<file path="src/hw/rtl/medf_pkg.sv">
// ----------------------------------------------------------------------------
// medf_pkg
// Shared widths, reset values and register indexes of the median plus
// moving-average distance filter.
// ----------------------------------------------------------------------------
package medf_pkg;

    localparam int WINDOW_DEPTH_DEF = 5;

    localparam int DIST_W  = 15;
    localparam int RAW_W   = 16;
    localparam int ALPHA_W = 9;
    localparam int CFG_IDX_W  = 3;
    localparam int CFG_DATA_W = 15;

    localparam logic [DIST_W-1:0]  MIN_DISTANCE_RST      = 15'd32;
    localparam logic [DIST_W-1:0]  MAX_DISTANCE_RST      = 15'd6400;
    localparam logic [DIST_W-1:0]  OUTLIER_THRESHOLD_RST = 15'd800;
    localparam logic [ALPHA_W-1:0] ALPHA_NORMAL_RST      = 9'd90;
    localparam logic [ALPHA_W-1:0] ALPHA_OUTLIER_RST     = 9'd26;
    localparam logic [ALPHA_W-1:0] ALPHA_FULL            = 9'd256;

    localparam logic [CFG_IDX_W-1:0] REG_MIN_DISTANCE      = 3'd0;
    localparam logic [CFG_IDX_W-1:0] REG_MAX_DISTANCE      = 3'd1;
    localparam logic [CFG_IDX_W-1:0] REG_OUTLIER_THRESHOLD = 3'd2;
    localparam logic [CFG_IDX_W-1:0] REG_ALPHA_NORMAL      = 3'd3;
    localparam logic [CFG_IDX_W-1:0] REG_ALPHA_OUTLIER     = 3'd4;

endpackage

</file>
<file path="src/hw/rtl/median_ema_distance_filter.sv">
// ----------------------------------------------------------------------------
// median_ema_distance_filter
// Distance filter: clamp, sliding-window median, then a weighted moving
// average with a separate weight for outlying medians.
// ----------------------------------------------------------------------------
// Usage:
//   Input channel in_valid/in_stall carries raw_distance (cm/16, negative
//   means echo timeout). Output channel out_valid/out_stall carries
//   filtered_distance, one item per input item, in order.
//   Configuration is a write port (cfg_we, cfg_index, cfg_data); write only
//   while no item is in flight.
//   An accepted item is written to the window at the accept edge, then
//   registered in the median register, then in the average/output
//   register. One item per cycle is sustained while out_stall is low; the
//   average update (one 10x16 multiply-add) closes its loop through avg_reg.
//   When out_stall is held, items stay in the three stages and in_stall
//   rises once all of them are full; nothing is dropped.
//   Reset clears the window fill count, the write slot and the seed flag,
//   sets the average to the max distance reset value and loads the register
//   reset values. No clearing pass is needed.
// ----------------------------------------------------------------------------
module median_ema_distance_filter
    import medf_pkg::*;
#(
    parameter int WINDOW_DEPTH = WINDOW_DEPTH_DEF
)
(
    input  logic                  clk,
    input  logic                  rst_n,
    input  logic                  cfg_we,
    input  logic [CFG_IDX_W-1:0]  cfg_index,
    input  logic [CFG_DATA_W-1:0] cfg_data,
    input  logic                  in_valid,
    output logic                  in_stall,
    input  logic signed [RAW_W-1:0] raw_distance,
    output logic                  out_valid,
    input  logic                  out_stall,
    output logic [DIST_W-1:0]     filtered_distance
);

    localparam int SLOT_W = (WINDOW_DEPTH > 1) ? $clog2(WINDOW_DEPTH) : 1;
    localparam int CNT_W  = $clog2(WINDOW_DEPTH + 1);
    localparam logic [SLOT_W-1:0] LAST_SLOT = SLOT_W'(WINDOW_DEPTH - 1);
    localparam logic [CNT_W-1:0]  FULL_CNT  = CNT_W'(WINDOW_DEPTH);

    logic [DIST_W-1:0]  min_distance_reg;
    logic [DIST_W-1:0]  max_distance_reg;
    logic [DIST_W-1:0]  outlier_threshold_reg;
    logic [ALPHA_W-1:0] alpha_normal_reg;
    logic [ALPHA_W-1:0] alpha_outlier_reg;

    logic [DIST_W-1:0]  window_reg [WINDOW_DEPTH];
    logic [SLOT_W-1:0]  slot_reg;
    logic [SLOT_W-1:0]  slot_next;
    logic [CNT_W-1:0]   filled_reg;
    logic [CNT_W-1:0]   filled_next;
    logic               win_valid_reg;

    logic [DIST_W-1:0]  med_reg;
    logic [DIST_W-1:0]  med_next;
    logic               med_valid_reg;

    logic [DIST_W-1:0]  avg_reg;
    logic [DIST_W-1:0]  avg_next;
    logic               seeded_reg;
    logic               out_valid_reg;

    logic               out_free;
    logic               med_free;
    logic               win_free;
    logic               in_accept;
    logic               med_load;
    logic               out_load;

    logic [DIST_W-1:0]  sample;
    logic [DIST_W-1:0]  sample_raised;

    logic [CNT_W-1:0]   rank [WINDOW_DEPTH];
    logic [CNT_W-1:0]   half;
    logic [CNT_W-1:0]   lo_rank;
    logic [DIST_W-1:0]  pick_hi;
    logic [DIST_W-1:0]  pick_lo;
    logic [DIST_W:0]    pair_sum;

    logic signed [DIST_W:0]       diff;
    logic [DIST_W-1:0]            dev;
    logic [ALPHA_W-1:0]           alpha_sel;
    logic [ALPHA_W-1:0]           alpha;
    logic signed [ALPHA_W+DIST_W+1:0] prod;
    logic signed [ALPHA_W+DIST_W+1:0] acc;

    // handshake
    assign out_free  = !out_valid_reg || !out_stall;
    assign med_free  = !med_valid_reg || out_free;
    assign win_free  = !win_valid_reg || med_free;
    assign in_stall  = !win_free;
    assign in_accept = in_valid && win_free;
    assign med_load  = win_valid_reg && med_free;
    assign out_load  = med_valid_reg && out_free;

    assign out_valid         = out_valid_reg;
    assign filtered_distance = avg_reg;

    // configuration
    always_ff @(posedge clk or negedge rst_n)
    begin
        if (!rst_n)
        begin
            min_distance_reg      <= MIN_DISTANCE_RST;
            max_distance_reg      <= MAX_DISTANCE_RST;
            outlier_threshold_reg <= OUTLIER_THRESHOLD_RST;
            alpha_normal_reg      <= ALPHA_NORMAL_RST;
            alpha_outlier_reg     <= ALPHA_OUTLIER_RST;
        end
        else if (cfg_we)
        begin
            unique case (cfg_index)
                REG_MIN_DISTANCE:      min_distance_reg      <= cfg_data;
                REG_MAX_DISTANCE:      max_distance_reg      <= cfg_data;
                REG_OUTLIER_THRESHOLD: outlier_threshold_reg <= cfg_data;
                REG_ALPHA_NORMAL:      alpha_normal_reg      <= cfg_data[ALPHA_W-1:0];
                REG_ALPHA_OUTLIER:     alpha_outlier_reg     <= cfg_data[ALPHA_W-1:0];
                default: ;
            endcase
        end
    end

    // clamp: negative input to max, then raise to min, then lower to max
    always_comb
    begin
        sample_raised = raw_distance[RAW_W-1] ? max_distance_reg
                                               : raw_distance[DIST_W-1:0];
        if (sample_raised < min_distance_reg)
        begin
            sample_raised = min_distance_reg;
        end
        sample = (sample_raised > max_distance_reg) ? max_distance_reg : sample_raised;
    end

    assign slot_next   = (slot_reg == LAST_SLOT) ? '0 : slot_reg + SLOT_W'(1);
    assign filled_next = (filled_reg == FULL_CNT) ? filled_reg : filled_reg + CNT_W'(1);

    always_ff @(posedge clk)
    begin
        if (in_accept)
        begin
            window_reg[slot_reg] <= sample;
        end
    end

    always_ff @(posedge clk or negedge rst_n)
    begin
        if (!rst_n)
        begin
            slot_reg      <= '0;
            filled_reg    <= '0;
            win_valid_reg <= 1'b0;
        end
        else
        begin
            if (in_accept)
            begin
                slot_reg   <= slot_next;
                filled_reg <= filled_next;
            end
            if (win_free)
            begin
                win_valid_reg <= in_valid;
            end
        end
    end

    // median by rank selection over the filled slots
    always_comb
    begin
        for (int i = 0; i < WINDOW_DEPTH; i++)
        begin
            rank[i] = '0;
            for (int j = 0; j < WINDOW_DEPTH; j++)
            begin
                if (j != i && CNT_W'(j) < filled_reg &&
                    (window_reg[j] < window_reg[i] ||
                     (window_reg[j] == window_reg[i] && j < i)))
                begin
                    rank[i] = rank[i] + CNT_W'(1);
                end
            end
        end
    end

    assign half    = filled_reg >> 1;
    assign lo_rank = half - CNT_W'(1);

    always_comb
    begin
        pick_hi = '0;
        pick_lo = '0;
        for (int i = 0; i < WINDOW_DEPTH; i++)
        begin
            if (CNT_W'(i) < filled_reg && rank[i] == half)
            begin
                pick_hi = pick_hi | window_reg[i];
            end
            if (CNT_W'(i) < filled_reg && rank[i] == lo_rank)
            begin
                pick_lo = pick_lo | window_reg[i];
            end
        end
        pair_sum = {1'b0, pick_lo} + {1'b0, pick_hi};
        med_next = filled_reg[0] ? pick_hi : pair_sum[DIST_W:1];
    end

    always_ff @(posedge clk)
    begin
        if (med_load)
        begin
            med_reg <= med_next;
        end
    end

    always_ff @(posedge clk or negedge rst_n)
    begin
        if (!rst_n)
        begin
            med_valid_reg <= 1'b0;
        end
        else if (med_free)
        begin
            med_valid_reg <= win_valid_reg;
        end
    end

    // average: avg + (alpha*(med-avg) + 128) >> 8, seeded with the first median
    always_comb
    begin
        diff      = $signed({1'b0, med_reg}) - $signed({1'b0, avg_reg});
        dev       = diff[DIST_W] ? DIST_W'(-diff) : diff[DIST_W-1:0];
        alpha_sel = (dev > outlier_threshold_reg) ? alpha_outlier_reg : alpha_normal_reg;
        alpha     = (alpha_sel > ALPHA_FULL) ? ALPHA_FULL : alpha_sel;
        prod      = $signed({1'b0, alpha}) * diff;
        acc       = $signed({3'b000, avg_reg, 8'd0}) + prod
                  + $signed((ALPHA_W+DIST_W+2)'(128));
        avg_next  = seeded_reg ? acc[DIST_W+7:8] : med_reg;
    end

    always_ff @(posedge clk or negedge rst_n)
    begin
        if (!rst_n)
        begin
            avg_reg       <= MAX_DISTANCE_RST;
            seeded_reg    <= 1'b0;
            out_valid_reg <= 1'b0;
        end
        else
        begin
            if (out_load)
            begin
                avg_reg    <= avg_next;
                seeded_reg <= 1'b1;
            end
            if (out_free)
            begin
                out_valid_reg <= med_valid_reg;
            end
        end
    end

endmodule
</file>
<file path="config.mk">
export PLATFORM = sky130hd
export DESIGN_NAME = median_ema_distance_filter
export DESIGN_NICKNAME = d
export VERILOG_FILES = /design/src/hw/rtl/medf_pkg.sv /design/src/hw/rtl/median_ema_distance_filter.sv
export SDC_FILE = /design/constraint.sdc
export NUM_CORES = 1
export LEC_CHECK = 0
export BUFFER_PORTS_ARGS = -buffer_cell sky130_fd_sc_hd__buf_2
export CORE_UTILIZATION = 25
export CTS_BUF_LIST = sky130_fd_sc_hd__clkbuf_4
export CTS_CLUSTER_SIZE = 8
export DETAILED_ROUTE_END_ITERATION = 12
export PLACE_DENSITY_LB_ADDON = 0.05
export REMOVE_ABC_BUFFERS = 1
export SLEW_MARGIN = 20
export SYNTH_ARGS = -nofsm -noshare
export SYNTH_HDL_FRONTEND = slang
export SYNTH_SLANG_ARGS = --single-unit
</file>
<file path="constraint.sdc">
create_clock -name clk -period 9.8 [get_ports clk]
set_input_delay 0.49 -clock clk [delete_from_list [all_inputs] [get_ports clk]]
set_output_delay 0.49 -clock clk [all_outputs]
set_load 0.02 [all_outputs]
</file>
==> qor.json <==
{
  "critPathRequiredTime_ps": 10530,
  "placedInstanceArea_mm2": 0.0238,
  "number_of_antenna_violations_at_the_first_check_in_global_routing": 3,
  "ant_nets": 0,
  "synth_area_leader_cell": "ha_1",
  "ys_top_cells_by_area": "ha_1 18%, edfxtp_1 13%, fa_1 12%",
  "slew-limit-headroom": 0.243,
  "synth_top_family_by_area": "adder cells",
  "worst_margin_slew_ps": 1120,
  "final_nets": 2962,
  "seq_area_frac_synth": 0.233,
  "floorplan.initialDensity": 0.253,
  "core-area_mm2": 0.0836,
  "syn_avg_cell_area_um2": 9.17,
  "postSynth.asyncResetShare": 0.494,
  "synth_area_mm2": 0.0211,
  "grt_setup_unrepaired": "true",
  "drtIter0Drc": 1089,
  "io_buffers": 55,
  "globalRoute.totalOverflow": 0,
  "drt_pass1_iterations": 6,
  "synth_top_cell_area_share": 0.176,
  "final.setup.worst_slack_ps": 237,
  "worstSetupEndpointType": "flop",
  "worst_hold_startpoint": "cfg_data[0]",
  "status": "finished clean",
  "dieArea_mm2": 0.0856,
  "post_synth_edffs": 90,
  "cp.arrival_ps": 10290,
  "remaining_drc_errors": 0,
  "cts-root-buf": "clkbuf_4",
  "cts_inserted_buffers": 17,
  "synthesis.instances": 2302,
  "cts.clk_slew.worst_paths_ps": 220,
  "drt-total-wl_mm": 79.6,
  "clock-skew-final_ps": 53.0,
  "first_global_vias": 18715,
  "clock_latency_ps": 780,
  "dp_slack_ps": -383,
  "avgViaCountPerCell": 4.91,
  "max_freq_ghz": 0.105,
  "boundaryPins": 56,
  "synth_simple_gate_area_share": 0.141,
  "startpoint_type": "flop",
  "max_ffs_per_register": 75,
  "synth_compound_gate_area_share": 0.167,
  "final_critical_delay_including_setup_and_external_delays_ps": 9560,
  "fillCellCount": 8841,
  "cts.path.max_buffers": 2,
  "core_utilization_of_the_finished_layout": 0.297,
  "timing.reg2reg.worst_path_depth": 47,
  "muxShareOfSynthArea": 0.0618,
  "fin_crit_sh": 0.976,
  "hp-class": "in2reg",
  "worst-path-max-fanout": 5,
  "tritoncts_clock_tree": "done",
  "cts_max_level": 4,
  "ys.flop_type": "edfxtp_1",
  "grt_first_pass_wirelength_mm": 120,
  "finalSetupViolCount": 0,
  "placement_rows": 106,
  "setup_total_negative_slack_ps": 0,
  "post-dp-hpwl_mm": 64.7,
  "max_cap_violations": 0,
  "ys_types": 93,
  "commonest_non_fill_non_tap_cells_in_the_layout": "302 x inv_1, 291 x ha_1, 191 x nand2_1, 166 x buf_4, 153 x nor2_1",
  "cts_num_sinks": 178,
  "min_delay_path_depth": 2,
  "worst_hold_endpoint": "max_distance_reg[0]",
  "grtUsageTotal": 0.190,
  "leading_cell_type_in_the_layout_fill_and_taps_excluded": "inv_1",
  "hold_violations": 0,
  "final_replace_weighted_congestion": 0.882,
  "synthesis.yosys.warnings": 0,
  "die_width_um": 293,
  "cpMostUsedCell": "fa_1",
  "critical_path_slowest_stage_cell": "fa_1",
  "critical_path.reg2reg.endpoint": "filtered_distance[13]",
  "grt_max_degree": 52,
  "r2r_setup_slack_ps": 240,
  "synthToLayoutAreaGrowth_pct": 17.5,
  "synthAdderAreaFrac": 0.295,
  "setup_cp_type": "reg2reg",
  "drive_gt1_frac": 0.183,
  "synth-seq-cells": 178,
  "pins_over_their_slew_limit": 0,
  "synth_xor_area_frac": 0.0334,
  "worst_setup_path_startpoint": "med_reg[0]",
  "dieHeight_um": 293,
  "final_area_mm2": 0.0248,
  "mean_routed_wirelength_per_cell_um": 22.1,
  "dr_total_vias": 17681,
  "worstReg2RegStart": "med_reg[0]",
  "critical_path.max_stage_delay_ps": 500
}
[critical path: cells and delay by family (launching register included)]
family / cells / cell delay (ps)
AOI/OAI and AO/OA: 16 / 2620
xor gates and xnor gates: 2 / 340
adders and majority gates: 9 / 3470
buffers and inverters: 12 / 1170
DFF: 1 / 420
muxes: 1 / 340
and+or+nand+nor: 7 / 1200
[logic make-up after synthesis]
kind of cell,count (synthesis)
AND/OR/NAND/NOR,614
AO/OA/AOI/OAI,507
adder cells (fa/ha/maj),422
buffers and inverters,379
flip-flops,178
multiplexers,123
XOR/XNOR,79
[per-layer routing]
layer	global-route usage	up-vias	part of all wire
met3	0.0200	60	0.025
met4	0.0488	0	0.018
li1	-	8556	-
met2	0.332	252	0.49
met1	0.247	8813	0.46
met5	0	-	0
[what timing repair did]
action                                  CTS  global route
hold endpoints to repair                 84             0
buffers inserted                          1             9
endpoints found under the setup margin    9            13
hold buffers                             17             0
pin swaps                                11            59
resized for setup                        24            81
[cells in the mapped netlist (5+ instances only)]
master,n
a31oi_1,21
and4_1,9
a22oi_1,15
o21ai_0,134
a21oi_1,100
fa_1,126
nand3_1,32
ha_1,296
xnor2_1,59
a311oi_1,5
nand4_1,30
a2111o_1,6
or3_1,18
and2_1,7
a21o_1,42
nor3_1,37
and3_1,22
a211o_1,8
o2111ai_1,5
clkbuf_1,57
mux2_2,59
inv_1,309
o21bai_1,11
o21ai_1,6
nand2b_1,39
or2_2,9
buf_4,5
edfxtp_1,90
o211ai_1,24
nor3b_1,6
o21a_1,19
nor4_1,11
dfstp_2,17
nand2_1,192
nor2_1,159
xor2_1,19
mux2i_1,64
nor2b_1,25
a222oi_1,30
nand3b_1,5
a211oi_1,19
dfrtp_1,71
[cell type report]
class / count / area [µm²] / area share
multi-input cells: 1745 / 15200 / 0.613
flip-flops and latches: 178 / 4930 / 0.199
repair buffers: 248 / 1830 / 0.0737
well taps: 1080 / 1350 / 0.0545
inverters: 311 / 1170 / 0.0471
clock inverters: 15 / 186 / 0.00752
clock buffers: 17 / 128 / 0.00515
diodes: 4 / 10.0 / 0.000404
[metrics by stage]
stage	hold slack, ps	std cells
5_1_grt	114	3597
2_1_floorplan	194	2234
3_3_place_gp	465	3536
4_1_cts	57.0	3586
6_report	188	3598
3_5_place_dp	466	3536
[worst max path at each step]
stage	to	slack, ps	depth (start not counted)
finish	filtered_distance[13]	240	47
global route	filtered_distance[13]	-290	48
CTS	filtered_distance[11]	20	43
detailed placement	filtered_distance[11]	-380	44
global placement	filtered_distance[11]	-410	44
floorplan	filtered_distance[11]	-1170	41
Power is left out: the tool's default activity adds up to more than one toggle a clock period on the data nets, which glitch-free logic cannot reach.
